--- config.mk ---
export PLATFORM = sky130hd
export DESIGN_NAME = pose_frame_parser_top_flat
export DESIGN_NICKNAME = d
export VERILOG_FILES = /design/src/hdl/pfp_pkg.sv /design/src/hdl/pfp_if.sv /design/src/hdl/pose_frame_parser_top.sv /design/src/hdl/pfp_core.sv /design/src/flat_wrapper.sv
export SDC_FILE = /design/constraint.sdc
export NUM_CORES = 1
export LEC_CHECK = 0
export ABC_AREA = 1
export BUFFER_PORTS_ARGS = -buffer_cell sky130_fd_sc_hd__clkbuf_2
export CORE_UTILIZATION = 60
export CTS_BUF_LIST = sky130_fd_sc_hd__clkbuf_8
export CTS_CLUSTER_SIZE = 24
export DETAILED_ROUTE_END_ITERATION = 8
export PLACE_DENSITY = 0.82
export SYNTH_ARGS = -nofsm -noshare
export SYNTH_HDL_FRONTEND = slang
export SYNTH_SLANG_ARGS = --single-unit
--- constraint.sdc ---
create_clock -name i_clk -period 8.35 [get_ports i_clk]
set_clock_uncertainty 0.1 [all_clocks]
set_input_delay 0.4175 -clock i_clk [delete_from_list [all_inputs] [get_ports i_clk]]
set_output_delay 0.4175 -clock i_clk [all_outputs]
set_load 0.01 [all_outputs]
--- src/hdl/pfp_pkg.sv ---
package pfp_pkg;

    // Frame markers and limits
    localparam logic [7:0] HDR_FIRST  = 8'hAA;
    localparam logic [7:0] HDR_SECOND = 8'hAF;
    localparam logic [7:0] FUNC_MAX   = 8'hF1;
    localparam logic [7:0] FUNC_POSE  = 8'h01;
    localparam logic [7:0] LEN_LIMIT  = 8'd255;

    // Payload bytes that carry one pose
    localparam int POSE_BYTES = 8;
    localparam int IDX_W      = $clog2(POSE_BYTES);
    localparam int CNT_W      = $clog2(POSE_BYTES + 1);

    // Parser phases
    typedef enum logic [2:0] {
        PH_IDLE    = 3'd0,
        PH_HDR2    = 3'd1,
        PH_FUNC    = 3'd2,
        PH_LEN     = 3'd3,
        PH_PAYLOAD = 3'd4,
        PH_CSUM    = 3'd5
    } t_phase;

    // Decoded pose result
    typedef struct packed {
        logic signed [15:0] pos_x;
        logic signed [15:0] pos_y;
        logic [31:0]        rotation_bits;
    } t_pose;

endpackage

--- src/hdl/pfp_if.sv ---
// Received byte channel
interface pfp_byte_if;
    logic       valid;
    logic       ready;
    logic [7:0] rx_byte;

    modport source (output valid, output rx_byte, input ready);
    modport sink (input valid, input rx_byte, output ready);
endinterface

// Decoded pose channel
interface pfp_pose_if;
    logic               valid;
    logic               ready;
    logic signed [15:0] pos_x;
    logic signed [15:0] pos_y;
    logic [31:0]        rotation_bits;

    modport source (output valid, output pos_x, output pos_y, output rotation_bits,
                    input ready);
    modport sink (input valid, input pos_x, input pos_y, input rotation_bits,
                  output ready);
endinterface

--- src/hdl/pose_frame_parser_top.sv ---
// Output: a pose appears on o_pose in the cycle after its checksum word is accepted.
// Throughput: one byte word per cycle unless o_pose stalls; the parser state advances
// by one short update per word; the output register frees on the same edge it is taken.
// Reset: synchronous, active low; parser returns to idle, output goes invalid,
// and no byte is accepted while reset is held.
module pose_frame_parser_top (
    input  logic  i_clk,
    input  logic  i_rst_n,
    pfp_byte_if.sink   i_byte,
    pfp_pose_if.source o_pose
);
    import pfp_pkg::*;

    logic  take;
    logic  hit;
    t_pose pose;
    logic  r_valid;
    t_pose r_pose;

    // Accept a word whenever the output register has room or is being drained
    assign i_byte.ready = i_rst_n && (!r_valid || o_pose.ready);
    assign take         = i_byte.valid && i_byte.ready;

    pfp_core u_core (
        .i_clk     (i_clk),
        .i_rst_n   (i_rst_n),
        .i_take    (take),
        .i_rx_byte (i_byte.rx_byte),
        .o_hit     (hit),
        .o_pose    (pose)
    );

    // Output register
    always_ff @(posedge i_clk) begin
        if (!i_rst_n) begin
            r_valid <= 1'b0;
        end else if (hit) begin
            r_valid <= 1'b1;
        end else if (o_pose.ready) begin
            r_valid <= 1'b0;
        end
    end

    always_ff @(posedge i_clk) begin
        if (hit) r_pose <= pose;
    end

    assign o_pose.valid         = r_valid;
    assign o_pose.pos_x         = r_pose.pos_x;
    assign o_pose.pos_y         = r_pose.pos_y;
    assign o_pose.rotation_bits = r_pose.rotation_bits;

endmodule

--- src/hdl/pfp_core.sv ---
module pfp_core (
    input  logic          i_clk,
    input  logic          i_rst_n,
    input  logic          i_take,
    input  logic [7:0]    i_rx_byte,
    output logic          o_hit,
    output pfp_pkg::t_pose o_pose
);
    import pfp_pkg::*;

    t_phase           r_phase, n_phase;
    logic [7:0]       r_left, n_left;
    logic [CNT_W-1:0] r_count, n_count;
    logic [7:0]       r_sum, n_sum;
    logic [7:0]       r_func, n_func;
    logic [7:0]       r_store [POSE_BYTES];
    logic             store_wr;

    // Next state of the parser
    always_comb begin
        n_phase  = r_phase;
        n_left   = r_left;
        n_count  = r_count;
        n_sum    = r_sum;
        n_func   = r_func;
        store_wr = 1'b0;
        unique case (r_phase)
            PH_IDLE: begin
                if (i_rx_byte == HDR_FIRST) begin
                    n_sum   = i_rx_byte;
                    n_phase = PH_HDR2;
                end
            end
            PH_HDR2: begin
                if (i_rx_byte == HDR_SECOND) begin
                    n_sum   = r_sum + i_rx_byte;
                    n_phase = PH_FUNC;
                end else begin
                    n_phase = PH_IDLE;
                end
            end
            PH_FUNC: begin
                if (i_rx_byte <= FUNC_MAX) begin
                    n_sum   = r_sum + i_rx_byte;
                    n_func  = i_rx_byte;
                    n_phase = PH_LEN;
                end else begin
                    n_phase = PH_IDLE;
                end
            end
            PH_LEN: begin
                if (i_rx_byte < LEN_LIMIT) begin
                    n_sum   = r_sum + i_rx_byte;
                    n_left  = i_rx_byte;
                    n_count = '0;
                    n_phase = PH_PAYLOAD;
                end else begin
                    n_phase = PH_IDLE;
                end
            end
            PH_PAYLOAD: begin
                // zero length lands here with nothing left: drop with this word
                if (r_left != 8'd0) begin
                    n_sum  = r_sum + i_rx_byte;
                    n_left = r_left - 8'd1;
                    // count saturates once the pose bytes are all in
                    if (r_count < CNT_W'(POSE_BYTES)) begin
                        n_count  = r_count + CNT_W'(1);
                        store_wr = 1'b1;
                    end
                    if (r_left == 8'd1) n_phase = PH_CSUM;
                end else begin
                    n_phase = PH_IDLE;
                end
            end
            PH_CSUM: begin
                n_phase = PH_IDLE;
            end
            default: begin
                n_phase = PH_IDLE;
            end
        endcase
    end

    // Result decode
    always_comb begin
        o_hit = i_take && (r_phase == PH_CSUM) && (r_sum == i_rx_byte) &&
                (r_func == FUNC_POSE) && (r_count == CNT_W'(POSE_BYTES));
        o_pose.pos_x         = $signed({r_store[0], r_store[1]});
        o_pose.pos_y         = $signed({r_store[2], r_store[3]});
        o_pose.rotation_bits = {r_store[4], r_store[5], r_store[6], r_store[7]};
    end

    // Control state
    always_ff @(posedge i_clk) begin
        if (!i_rst_n) begin
            r_phase <= PH_IDLE;
            r_left  <= '0;
            r_count <= '0;
            r_sum   <= '0;
            r_func  <= '0;
        end else if (i_take) begin
            r_phase <= n_phase;
            r_left  <= n_left;
            r_count <= n_count;
            r_sum   <= n_sum;
            r_func  <= n_func;
        end
    end

    // Payload store, no reset
    always_ff @(posedge i_clk) begin
        if (i_take && store_wr) r_store[r_count[IDX_W-1:0]] <= i_rx_byte;
    end

endmodule

--- src/flat_wrapper.sv ---
// flat-port wrapper written by rule: the top's interface ports become plain ports
module pose_frame_parser_top_flat import pfp_pkg::*;
  (i_clk, i_rst_n, i_byte_valid, i_byte_rx_byte, i_byte_ready, o_pose_valid, o_pose_pos_x, o_pose_pos_y, o_pose_rotation_bits, o_pose_ready);
  pfp_byte_if i_byte_i ();
  pfp_pose_if o_pose_i ();
  input  logic i_clk;
  input  logic i_rst_n;
  input wire logic [$bits(i_byte_i.valid)-1:0] i_byte_valid;
  input wire logic [$bits(i_byte_i.rx_byte)-1:0] i_byte_rx_byte;
  output wire logic [$bits(i_byte_i.ready)-1:0] i_byte_ready;
  output wire logic [$bits(o_pose_i.valid)-1:0] o_pose_valid;
  output wire logic [$bits(o_pose_i.pos_x)-1:0] o_pose_pos_x;
  output wire logic [$bits(o_pose_i.pos_y)-1:0] o_pose_pos_y;
  output wire logic [$bits(o_pose_i.rotation_bits)-1:0] o_pose_rotation_bits;
  input wire logic [$bits(o_pose_i.ready)-1:0] o_pose_ready;
  assign i_byte_i.valid = i_byte_valid;
  assign i_byte_i.rx_byte = i_byte_rx_byte;
  assign i_byte_ready = i_byte_i.ready;
  assign o_pose_valid = o_pose_i.valid;
  assign o_pose_pos_x = o_pose_i.pos_x;
  assign o_pose_pos_y = o_pose_i.pos_y;
  assign o_pose_rotation_bits = o_pose_i.rotation_bits;
  assign o_pose_i.ready = o_pose_ready;
  pose_frame_parser_top u_core (.i_clk(i_clk), .i_rst_n(i_rst_n), .i_byte(i_byte_i), .o_pose(o_pose_i));
endmodule
Word level (Yosys, flattened, before mapping)
Memory sizes are Yosys's and may differ from the RTL's. A register that Yosys moved wholly into a read port is not among the register bits.
Cells that the tools add are included.
Word-level totals
  RAM bits: 64
  flip-flop bits (word level): 32
  memories kept: 1
  logic and storage cells: 77
  output and inout port bits: 66
  input port bits: 12
Memories
  u_core.u_core.r_store: depth 8, width 8, read ports 8, clocked after Yosys merged registers in 8, write ports 1, line pfp_core.sv:16  | logic [7:0] r_store [POSE_BYTES];
Operators by class
  mux-type cells: 27
  add/subtract/negate cells: 3
  reductions and logical operators: 19
  equality and inequality tests: 18
  magnitude comparators: 3
Operator list (number)
  $mux 8: 7
  $pmux 8 s5: 1
  $eq 8x1->1 const B: 2
  $eq 8x8->1 const B: 2
  $pmux 8 s2: 1
  $pmux 3 s5: 1
  $mux 3: 4
  $mux 4: 3
  $ne 2x2->1 const B: 6
  $add 8x8->8: 1
  $eq 8x8->1: 1
  $le 8x8->1 const B: 1
  $lt 8x8->1 const B: 1
  $pmux 4 s2: 1
  $reduce_bool 8->1: 1
  $sub 8x1->8 const B: 1
  $logic_and 1x1->1: 7
  $mux 1: 7
  $reduce_and 7->1: 1
  $eq 3x2->1 const B: 2
  $eq 3x3->1 const B: 2
  $reduce_and 3->1: 2
  $reduce_and 5->1: 1
  $reduce_bool 5->1: 1
  11 further kinds: 13

Logic depth before layout (Yosys ltp)
Gate-level depths: netlist (run 1).
  depth after elaboration: 9
  mapped depth: 13
  depth with buffers taken out: 13

By module
From an unflattened synthesis (run 1), not the netlist that was laid out.
Unflattened totals
  cell total of the unflattened synthesis: 499
  area total of the unflattened synthesis: 6128.4 um^2
By module, submodules not included
  pfp_core: area an instance 4144.0 um^2, cells an instance 425, times used 1, seq. area each 2542.4 um^2
  pose_frame_parser_top: area an instance 1984.4 um^2, cells an instance 74, times used 1, seq. area each 1941.9 um^2

Least setup slack after synthesis (run 1)
No wires, ideal clock.
  path type: in2reg
  from: in i_byte_rx_byte[6]
  to: reg o_pose_pos_x[0] (netlist name)
  path buffers: 0
  required time: 7672 ps
  arrival: 5838 ps
  setup time: 578 ps
  setup slack: 1834 ps
  stages on the path: 6
  cells stage by stage: ha_1 -> inv_1 -> nand3_1 -> nor4_1 -> nand3b_1 -> nor3b_1
On the way
  longest elaborated chain between the ends: 4
RTL lines
  start: declaration: line flat_wrapper.sv:9  | input wire logic [$bits(i_byte_i.rx_byte)-1:0] i_byte_rx_byte;
  $eq 8x8->1: line pfp_core.sv:87  | o_hit = i_take && (r_phase == PH_CSUM) && (r_sum == i_rx_byte) &&
  $logic_and 1x1->1 (2 in a row): line pfp_core.sv:87
  $logic_and 1x1->1: line pfp_core.sv:88  | (r_func == FUNC_POSE) && (r_count == CNT_W'(POSE_BYTES));
  net u_core.hit: line pose_frame_parser_top.sv:15  | logic hit;
The timed path passes the listed nets, and every way through them passes these cells.
A chain may end at the register's enable or synchronous reset.

Final worst setup path (run 1)
  from: reg u_core.u_core.r_phase[0]
  to: mem u_core.u_core.r_store[3][0] (enable)
On the way
  longest elaborated chain between the ends: 5
RTL lines
  start: declaration: line pfp_core.sv:11  | t_phase r_phase, n_phase;
  start signal: assignment: line pfp_core.sv:103  | r_phase <= n_phase;
  $eq 3x3->1: line pfp_core.sv:27  | unique case (r_phase)
  $mux 1: line pfp_core.sv:27
  $logic_and 1x1->1: line pfp_core.sv:113  | if (i_take && store_wr) r_store[r_count[IDX_W-1:0]] <= i_rx_byte;
  $mux 1: line pfp_core.sv:113
  $mux 1 (not written as such): line pfp_core.sv:113
  end: declaration: line pfp_core.sv:16
Every way passes these cells.

==> results of run 1 <==
==> sequential cells by signal, indices dropped and copies added, names as in the netlist <==
register / flops
u_core.u_core.r_count: 4
u_core.o_pose.valid: 1
o_pose_pos_y: 16
o_pose_rotation_bits: 32
u_core.u_core.r_left: 8
o_pose_pos_x: 16
u_core.u_core.r_func: 8
u_core.u_core.r_sum: 8
u_core.u_core.r_store: 64
u_core.u_core.r_phase: 3
==> stage by stage <==
stage	power, mW	cell area [um^2]	instances
2_1_floorplan	0.8860	6180	505
3_3_place_gp	0.9004	6705	708
3_5_place_dp	0.9016	6705	708
4_1_cts	1.428	7088	740
5_1_grt	1.463	7088	740
6_report	1.418	7088	740
==> cells in the final DEF (no fill, tap or decap), drive strengths merged, types with 7 or more instances in the layout <==
master	instances
nand4	7
nor3	13
edfxtp	128
o21ai	30
inv	52
nand3	30
dfxtp	32
nand2	104
a21oi	26
nor2	53
clkbuf	94
ha	12
==> power groups by stage <==
stage	combinational [mW]	sequential, mW	clock [mW]
after floorplan	0.0149	0.871	0
after global placement	0.0294	0.871	0
after detailed placement	0.0306	0.871	0
after CTS	0.0306	0.853	0.545
after global routing	0.0342	0.853	0.576
final	0.0308	0.853	0.535
==> layer usage <==
layer | wire, um | vias up | share of wire, % | GRT usage, %
met5 | 0 | - | 0 | 0
li1 | - | 1928 | - | -
met4 | 229 | 0 | 2.0 | 10.73
met3 | 732 | 24 | 6.3 | 6.855
met1 | 5006 | 1888 | 43 | 29.58
met2 | 5623 | 159 | 49 | 38.10
==> Yosys cell counts, drive strengths merged <==
| cell | instances |
|---|---|
| fa | 1 |
| nor3 | 13 |
| dfxtp | 32 |
| nand2 | 104 |
| xor2 | 2 |
| or2 | 2 |
| nand3 | 30 |
| edfxtp | 128 |
| inv | 46 |
| nand4 | 7 |
| a21oi | 26 |
| nand3b | 3 |
| buf | 5 |
| nor3b | 1 |
| clkbuf | 4 |
| nor4 | 4 |
| ha | 12 |
| o21ai | 30 |
| nor2 | 53 |
| and2 | 2 |
==> worst max-delay path, cell delays in order (launching register included) <==
cell,delay [ns]
dfxtp_1,0.39
nor2_2,0.19
nand2_2,0.18
inv_2,0.24
o21ai_2,0.12
nor3_1,0.24
nand2_1,0.15
nor3_1,0.88
==> area by class of cell <==
class	count	area, um^2
flip-flops and latches	160	4484
fillers	638	2776
multi-input cells	290	1481
repair buffers	79	400.4
clock buffers	17	234.0
inverters	46	172.7
well taps	133	166.4
clock inverters	15	148.9
==> worst min-delay path by stage <==
stage / slack [ns] / cells past startpoint / startpoint / to
floorplan: 0.30 / 0 / u_core.u_core.r_store[1][0] / o_pose_pos_x[0]
global placement: 0.30 / 0 / u_core.u_core.r_store[4][0] / o_pose_rotation_bits[24]
detailed placement: 0.30 / 0 / u_core.u_core.r_store[4][1] / o_pose_rotation_bits[25]
CTS: 0.14 / 4 / o_pose_ready / u_core.o_pose.valid
global route: 0.18 / 4 / o_pose_ready / u_core.o_pose.valid
finish: 0.17 / 4 / o_pose_ready / u_core.o_pose.valid
==> kinds of logic after synthesis <==
kind of cell | synth area share, %
DFF | 72.57
and+or+nand+nor | 16.08
AOI/OAI and AO/OA | 4.778
xor gates and xnor gates | 0.2835
buffers and inverters | 3.543
adders and majority gates | 2.754
==> results.cfg, run 1 <==
[route]
first_pass_iters = 5
drt_wl_total_mm = 11.59
routed-via-count = 3999
antenna_left = 0
drtIter0Drc = 252
avgViaCountPerCell = 5.404
drc_errors = 0
wl_per_cell_um = 15.66

[floorplan]
die_w_um = 103.5
rows = 36
fp.dieH_um = 103.5
initial_core_util_pct = 62.65
ios = 78
dieArea_um2 = 10710
core-area_um2 = 9864

[synth]
synth_top_area_cell = edfxtp_1
synth.distinct_cells = 29
synthTopCellsByArea = edfxtp_1 (62%), dfxtp_1 (10%), nand2_1 (5.8%)
yosys_warnings = 0
synth_top_cell_area_share_pct = 62.20
ys_ff_latch = 160
syn_inst = 505
synth_area_um2 = 6180
syn-num-nets = 530
seq_area_frac_synth_pct = 72.57
postSynthAreaPerCell_um2 = 12.24

[global_route]
grt_usage_pct = 23.55
grt_pass1_wl_mm = 17.92
antenna_found_initial = 0
grt_pass1_vias = 3698
grt_start_max_net_pins = 65
grt-ovfl-total = 0

[setup_path]
critPathKind = reg -> reg
worstPathMaxFanout = 14
r2r_cells = 7
r2r_slack_ns = 5.48
cp.arrival_ns = 2.83
cp_data_required_time_ns = 8.31
cp-end-kind = register
startpoint_type = register
regToRegStartpoint = u_core.u_core.r_phase[0]
crit_end = u_core.u_core.r_store[3][0]
crit_start = u_core.u_core.r_phase[0]
r2r-end = u_core.u_core.r_store[3][0]

[clocking]
cts-buffers-inserted = 17
ctsResizeCount = 0
ctsHoldBuffers = 0
insertion_delay_ns = 0.44
cts-root-buf = clkbuf_8
clock_sinks = 160
path_clk_slew_ns = 0.08
cts_setup_buffers = 0
htreeDepth = 4
clock_path_buffers = 2
cts_tree = built

[pwr]
leakagePower_nw = 2.700
switching_share_pct = 22.17
vdd_drop_max_mv = 0.09060
p_seq_share_pct = 60.1
comb_power_share_pct = 2.2
p_per_area_nw_per_um2 = 200.1
internal-power_mw = 1.104
p_sw_uw = 314.4
clockPowerShare_pct = 37.7

[timing]
hold_viol = 0
timing.final.ws_setup_ns = 5.483
final-max-slew-violation-count = 0
min_period_over_period_pct = 34.33
setup_viol = 0
fmax_mhz = 348.8
tightest_slew_ns = 1.129
finalCriticalPeriod_ns = 2.867
timing.slew.headroom_pct = 24.17
grt_setup_unrepaired = no
hold-worst-slack_ns = 0.1700
setup_tns_ns = 0

[place]
gp_congestion = 0.8800
io_buffers = 77
post-dp-hpwl_mm = 7.959
place_ws_ns = 5.294

[hold_path]
hold_path.class = in -> reg

[run]
drv_cap = 0

[cells_and_area]
finalNetCount = 619
antenna_cells = 0
syn_to_final_growth_pct = 14.70
drive_above_1_share_pct = 22.73
fin_util_pct = 71.85

[run_status]
status = complete, no violations
No activity file was read; power rests on OpenSTA's default activity.
==> run 2, diff against run 1 <==
Settings changed: CORE_UTILIZATION 60 to 54, PLACE_DENSITY 0.82 to 0.78.
Clock period 8.35 ns to 2.5 ns, I/O delays scaled along.
==> results.cfg, run 2 (synthesis results as in run 1) <==
[cells_and_area]
final_common_cell = edfxtp_1
layout_common_cells = edfxtp_1 (128), nand2_1 (96), clkbuf_2 (77), nor2_1 (45), inv_1 (40)
syn_to_final_growth_pct = 18.32
largest_reg_flops = 64
drive_above_1_share_pct = 25.32
antenna_cells = 0
finalNetCount = 640
fin_util_pct = 66.58

[floorplan]
dieArea_um2 = 11880
fp.dieH_um = 109.0
rows = 38
core-area_um2 = 10980
die_w_um = 109.0
initial_core_util_pct = 56.27
ios = 78

[place]
gp_congestion = 0.9046
post-dp-hpwl_mm = 8.266
io_buffers = 77

[route]
antenna_left = 0
first_pass_iters = 5
avgViaCountPerCell = 5.307
wl_per_cell_um = 15.47
drt_wl_total_mm = 11.88
routed-via-count = 4076
drc_errors = 0
drtIter0Drc = 296

[pwr]
p_per_area_nw_per_um2 = 648.6
vdd_drop_max_mv = 0.3581
leakagePower_nw = 2.819

[global_route]
grt_usage_pct = 21.58
antenna_found_initial = 0
grt_pass1_vias = 3839
grt-ovfl-total = 0
grt_start_max_net_pins = 65
grt_pass1_wl_mm = 18.58

[setup_path]
worstPathMaxFanout = 14
critPathKind = reg -> reg
cp-end-kind = register
startpoint_type = register
cp_data_required_time_ns = 2.56
cp.arrival_ns = 2.31

[clocking]
insertion_delay_ns = 0.45
cts-root-buf = clkbuf_8
path_clk_slew_ns = 0.09
htreeDepth = 4
cts-buffers-inserted = 17
cts_setup_buffers = 0
clock_path_buffers = 2
clock_sinks = 160
cts_tree = built

[run_status]
status = complete, no violations

[timing]
finalCriticalPeriod_ns = 2.247
setup_viol = 0
timing.slew.headroom_pct = 69.49
hold_viol = 0
grt_setup_unrepaired = no
setup_tns_ns = 0
final-max-slew-violation-count = 0
min_period_over_period_pct = 89.86
fmax_mhz = 445.1
tightest_slew_ns = 0.4572

[hold_path]
hold_path.class = in -> reg

[run]
drv_cap = 0
run 2: final timing paths:
check | start | end | slack (ns) | depth (start not counted)
max | u_core.u_core.r_phase[0] | u_core.u_core.r_store[6][2] | 0.25 | 8
min | i_byte_rx_byte[7] | u_core.u_core.r_store[5][7] | 0.05 | 1
max reg2reg | u_core.u_core.r_phase[0] | u_core.u_core.r_store[6][2] | 0.25 | 8
min reg2reg | u_core.u_core.r_store[4][4] | o_pose_rotation_bits[28] | 0.32 | 0
run 2: report_power, final:
| part | switching, mW | internal [mW] |
|---|---|---|
| Clock | 1.03 | 0.743 |
| Sequential | 0.000187 | 2.85 |
| Combinational | 0.0848 | 0.0396 |
run 2: final cells by class:
type	count	area, um^2
repair buffers	100	580.6
clock inverters	15	151.4
fillers	775	3671
clock buffers	17	234.0
multi-input cells	290	1510
flip-flops and latches	160	4486
well taps	140	175.2
inverters	46	175.2
run 2: per-stage QoR:
step | setup slack, ns | hold WS [ns] | cell area (um^2) | total power [mW] | std cells
2_1_floorplan | -0.7565 | 0.1239 | 6210 | 2.961 | 505
3_3_place_gp | 0.2890 | 0.3036 | 6879 | 3.026 | 732
3_5_place_dp | 0.1468 | 0.3045 | 6879 | 3.028 | 732
4_1_cts | 0.1077 | 0.01626 | 7305 | 4.784 | 768
5_1_grt | 0.06489 | 0.03105 | 7312 | 4.897 | 768
6_report | 0.2534 | 0.04584 | 7312 | 4.742 | 768
run 2: what timing repair did:
action                                 4_1_cts  5_1_grt
hold buffers                                 4        0
setup endpoints to repair                    0       17
endpoints found under the hold margin        9        0
resized for setup                            0        2
run 2: metal layers:
| metal | vias to the layer above | part of all wire [%] | track usage [%] |
|---|---|---|---|
| li1 | 1967 | - | - |
| met1 | 1901 | 43 | 28.30 |
| met2 | 189 | 49 | 35.13 |
| met3 | 19 | 7.0 | 4.483 |
| met4 | 0 | 1.4 | 8.784 |
| met5 | - | 0 | 0 |
run 2: critical path: stages, from the launching register on:
cell     delay (ns)
dfxtp_1        0.39
nor2_2         0.19
nand2_2        0.18
inv_4          0.18
o21ai_2        0.12
nor3_1         0.21
nand2_1        0.18
nor3_1         0.21
buf_4          0.21
==> run 3, diff against run 2 <==
Settings changed: SYNTH_HIERARCHICAL set to 1.
==> results.cfg, run 3 <==
[run_status]
status = complete, no violations

[synth]
synth_top_area_cell = edfxtp_1
synth.distinct_cells = 32
synth_flop_cell = edfxtp_1
synth.most_common_cell = edfxtp_1
synthTopCellsByArea = edfxtp_1 (63%), dfxtp_1 (10%), nand2_1 (6.6%)
synthTopCellsByCount = edfxtp_1 (128), nand2_1 (107), inv_1 (55), nor2_1 (36), a21oi_1 (34)
seq_area_frac_synth_pct = 73.17
syn-num-nets = 524
synth_top_cell_area_share_pct = 62.72
synth_area_um2 = 6128
ys_ff_latch = 160
yosys_warnings = 6
async_reset_ff_share_pct = 0
postSynthAreaPerCell_um2 = 12.28
syn_inst = 499
synth_edf_count = 128

[floorplan]
die_w_um = 108.5
core-area_um2 = 10940
dieArea_um2 = 11780
initial_core_util_pct = 56.04
rows = 38
ios = 78
fp.dieH_um = 108.5

[cells_and_area]
final_common_cell = edfxtp_1
largest_reg_flops = 64
finalNetCount = 630
antenna_cells = 0
design_area_um2 = 7252
syn_to_final_growth_pct = 18.33
drive_above_1_share_pct = 24.43
layout_common_cells = edfxtp_1 (128), nand2_1 (107), clkbuf_2 (77), inv_1 (56), nor2_1 (36)

[route]
routed-via-count = 4020
first_pass_iters = 5
drtIter0Drc = 262
drt_wl_total_mm = 12.25
antenna_left = 0
wl_per_cell_um = 16.16
drc_errors = 0
avgViaCountPerCell = 5.303

[pwr]
switching_share_pct = 22.19
finalPower_mw = 4.899
comb_power_share_pct = 3.0
p_sw_mw = 1.087
internal-power_mw = 3.812
p_per_area_nw_per_um2 = 675.5
p_seq_share_pct = 58.2
leakagePower_nw = 2.793
clockPowerShare_pct = 38.8
vdd_drop_max_mv = 0.3350

[setup_path]
cp_data_required_time_ns = 2.54
crit_start = u_core/u_core/r_phase[0]
startpoint_type = register
worstPathMaxFanout = 8
regToRegStartpoint = u_core/u_core/r_phase[0]
cp-end-kind = register
critPathKind = reg -> reg
cp.arrival_ns = 2.21

[clocking]
htreeDepth = 4
cts_tree = built
clock_path_buffers = 2
ctsResizeCount = 0
ctsHoldBuffers = 1
path_clk_slew_ns = 0.09
cts-root-buf = clkbuf_8
cts_setup_buffers = 0
cts-buffers-inserted = 17
insertion_delay_ns = 0.44
clock_sinks = 160

[place]
place_area_um2 = 6838
post-dp-hpwl_mm = 8.224
io_buffers = 77
gp_congestion = 0.9865
place_ws_ns = 0.3296

[timing]
timing.final.ws_setup_ns = 0.3297
min_period_over_period_pct = 86.81
fmax_mhz = 460.8
grt_setup_unrepaired = no
hold_viol = 0
final-max-slew-violation-count = 0
timing.slew.headroom_pct = 61.83
tightest_slew_ns = 0.5709
setup_viol = 0
finalCriticalPeriod_ns = 2.170

[global_route]
antenna_found_initial = 0
grt-ovfl-total = 0
grt_usage_pct = 22.07
grt_pass1_vias = 3808
grt_start_max_net_pins = 66
grt_pass1_wl_mm = 18.75

[hold_path]
hp-start = i_byte_rx_byte[5]
hold_path.class = in -> reg

[run]
drv_cap = 0
## run 3: changes by cell type after synthesis, moves of 5 or more
cell / previous run / this run
inv_1: 41 / 55
nor3_1: 13 / 1
nand2_1: 96 / 107
a21oi_1: 25 / 34
nor2_1: 45 / 36
o21ai_0: 29 / 20
o21ai_1: 0 / 5
## run 3: worst paths after layout
check,to,slack [ns],cells after the start
setup reg to reg,u_core/u_core/r_store[4][2],0.33,8
hold reg to reg,u_core/o_pose.pos_x[5],0.31,0
setup / recovery,u_core/u_core/r_store[4][2],0.33,8
hold / removal,u_core/u_core/r_store[5][5],0.02,2
## run 3: routing by layer
layer,track usage (%),vias up,share of wire (%)
met4,11.00,0,2.5
met2,36.89,163,49
met3,4.340,33,6.2
li1,-,1918,-
met1,27.42,1906,42
met5,0,-,0
## run 3: critical path, stage by stage, from the launching register on
cell and delay, ns:
dfxtp_1 0.39, nor2_1 0.17, nand2_1 0.24, nor2_2 0.25
nand3_1 0.15, inv_1 0.14, nand2_1 0.12, nor2_1 0.12
buf_4 0.20
## run 3: logic make-up after synthesis
logic type                 count (synthesis)  share of synthesized area (%)
DFF                                      160                          73.17
xor gates and xnor gates                   5                         0.7147
adders and majority gates                 13                          2.777
AOI/OAI and AO/OA                         63                          5.349
and+or+nand+nor                          194                          13.84
buffers and inverters                     64                          4.145
## run 3: area by class of cell
type | count | area [um^2]
inverter | 57 | 214.0
sequential | 160 | 4488
fill | 793 | 3684
tap | 140 | 175.2
clock buffer | 17 | 234.0
clock inverter | 15 | 170.2
multi-input combinational | 275 | 1443
timing repair buffer | 94 | 528.0
## run 3: power by group through the flow
stage | clock (mW) | sequential [mW] | combinational (mW)
floorplan | 0 | 2.91 | 0.0741
CTS | 1.93 | 2.85 | 0.145
detailed placement | 0 | 2.91 | 0.142
global route | 2.02 | 2.85 | 0.159
finish | 1.90 | 2.85 | 0.146
global placement | 0 | 2.91 | 0.137
## run 3: stage by stage
stage	hold slack, ns	utilization [%]	instances	TNS (ns)
global route	0.01415	66.32	758	0
finish	0.02474	66.32	758	0
floorplan	0.1239	-	499	-67.42
CTS	0.008467	66.32	758	0
global placement	0.3006	62.53	725	0
detailed placement	0.3045	62.53	725	0
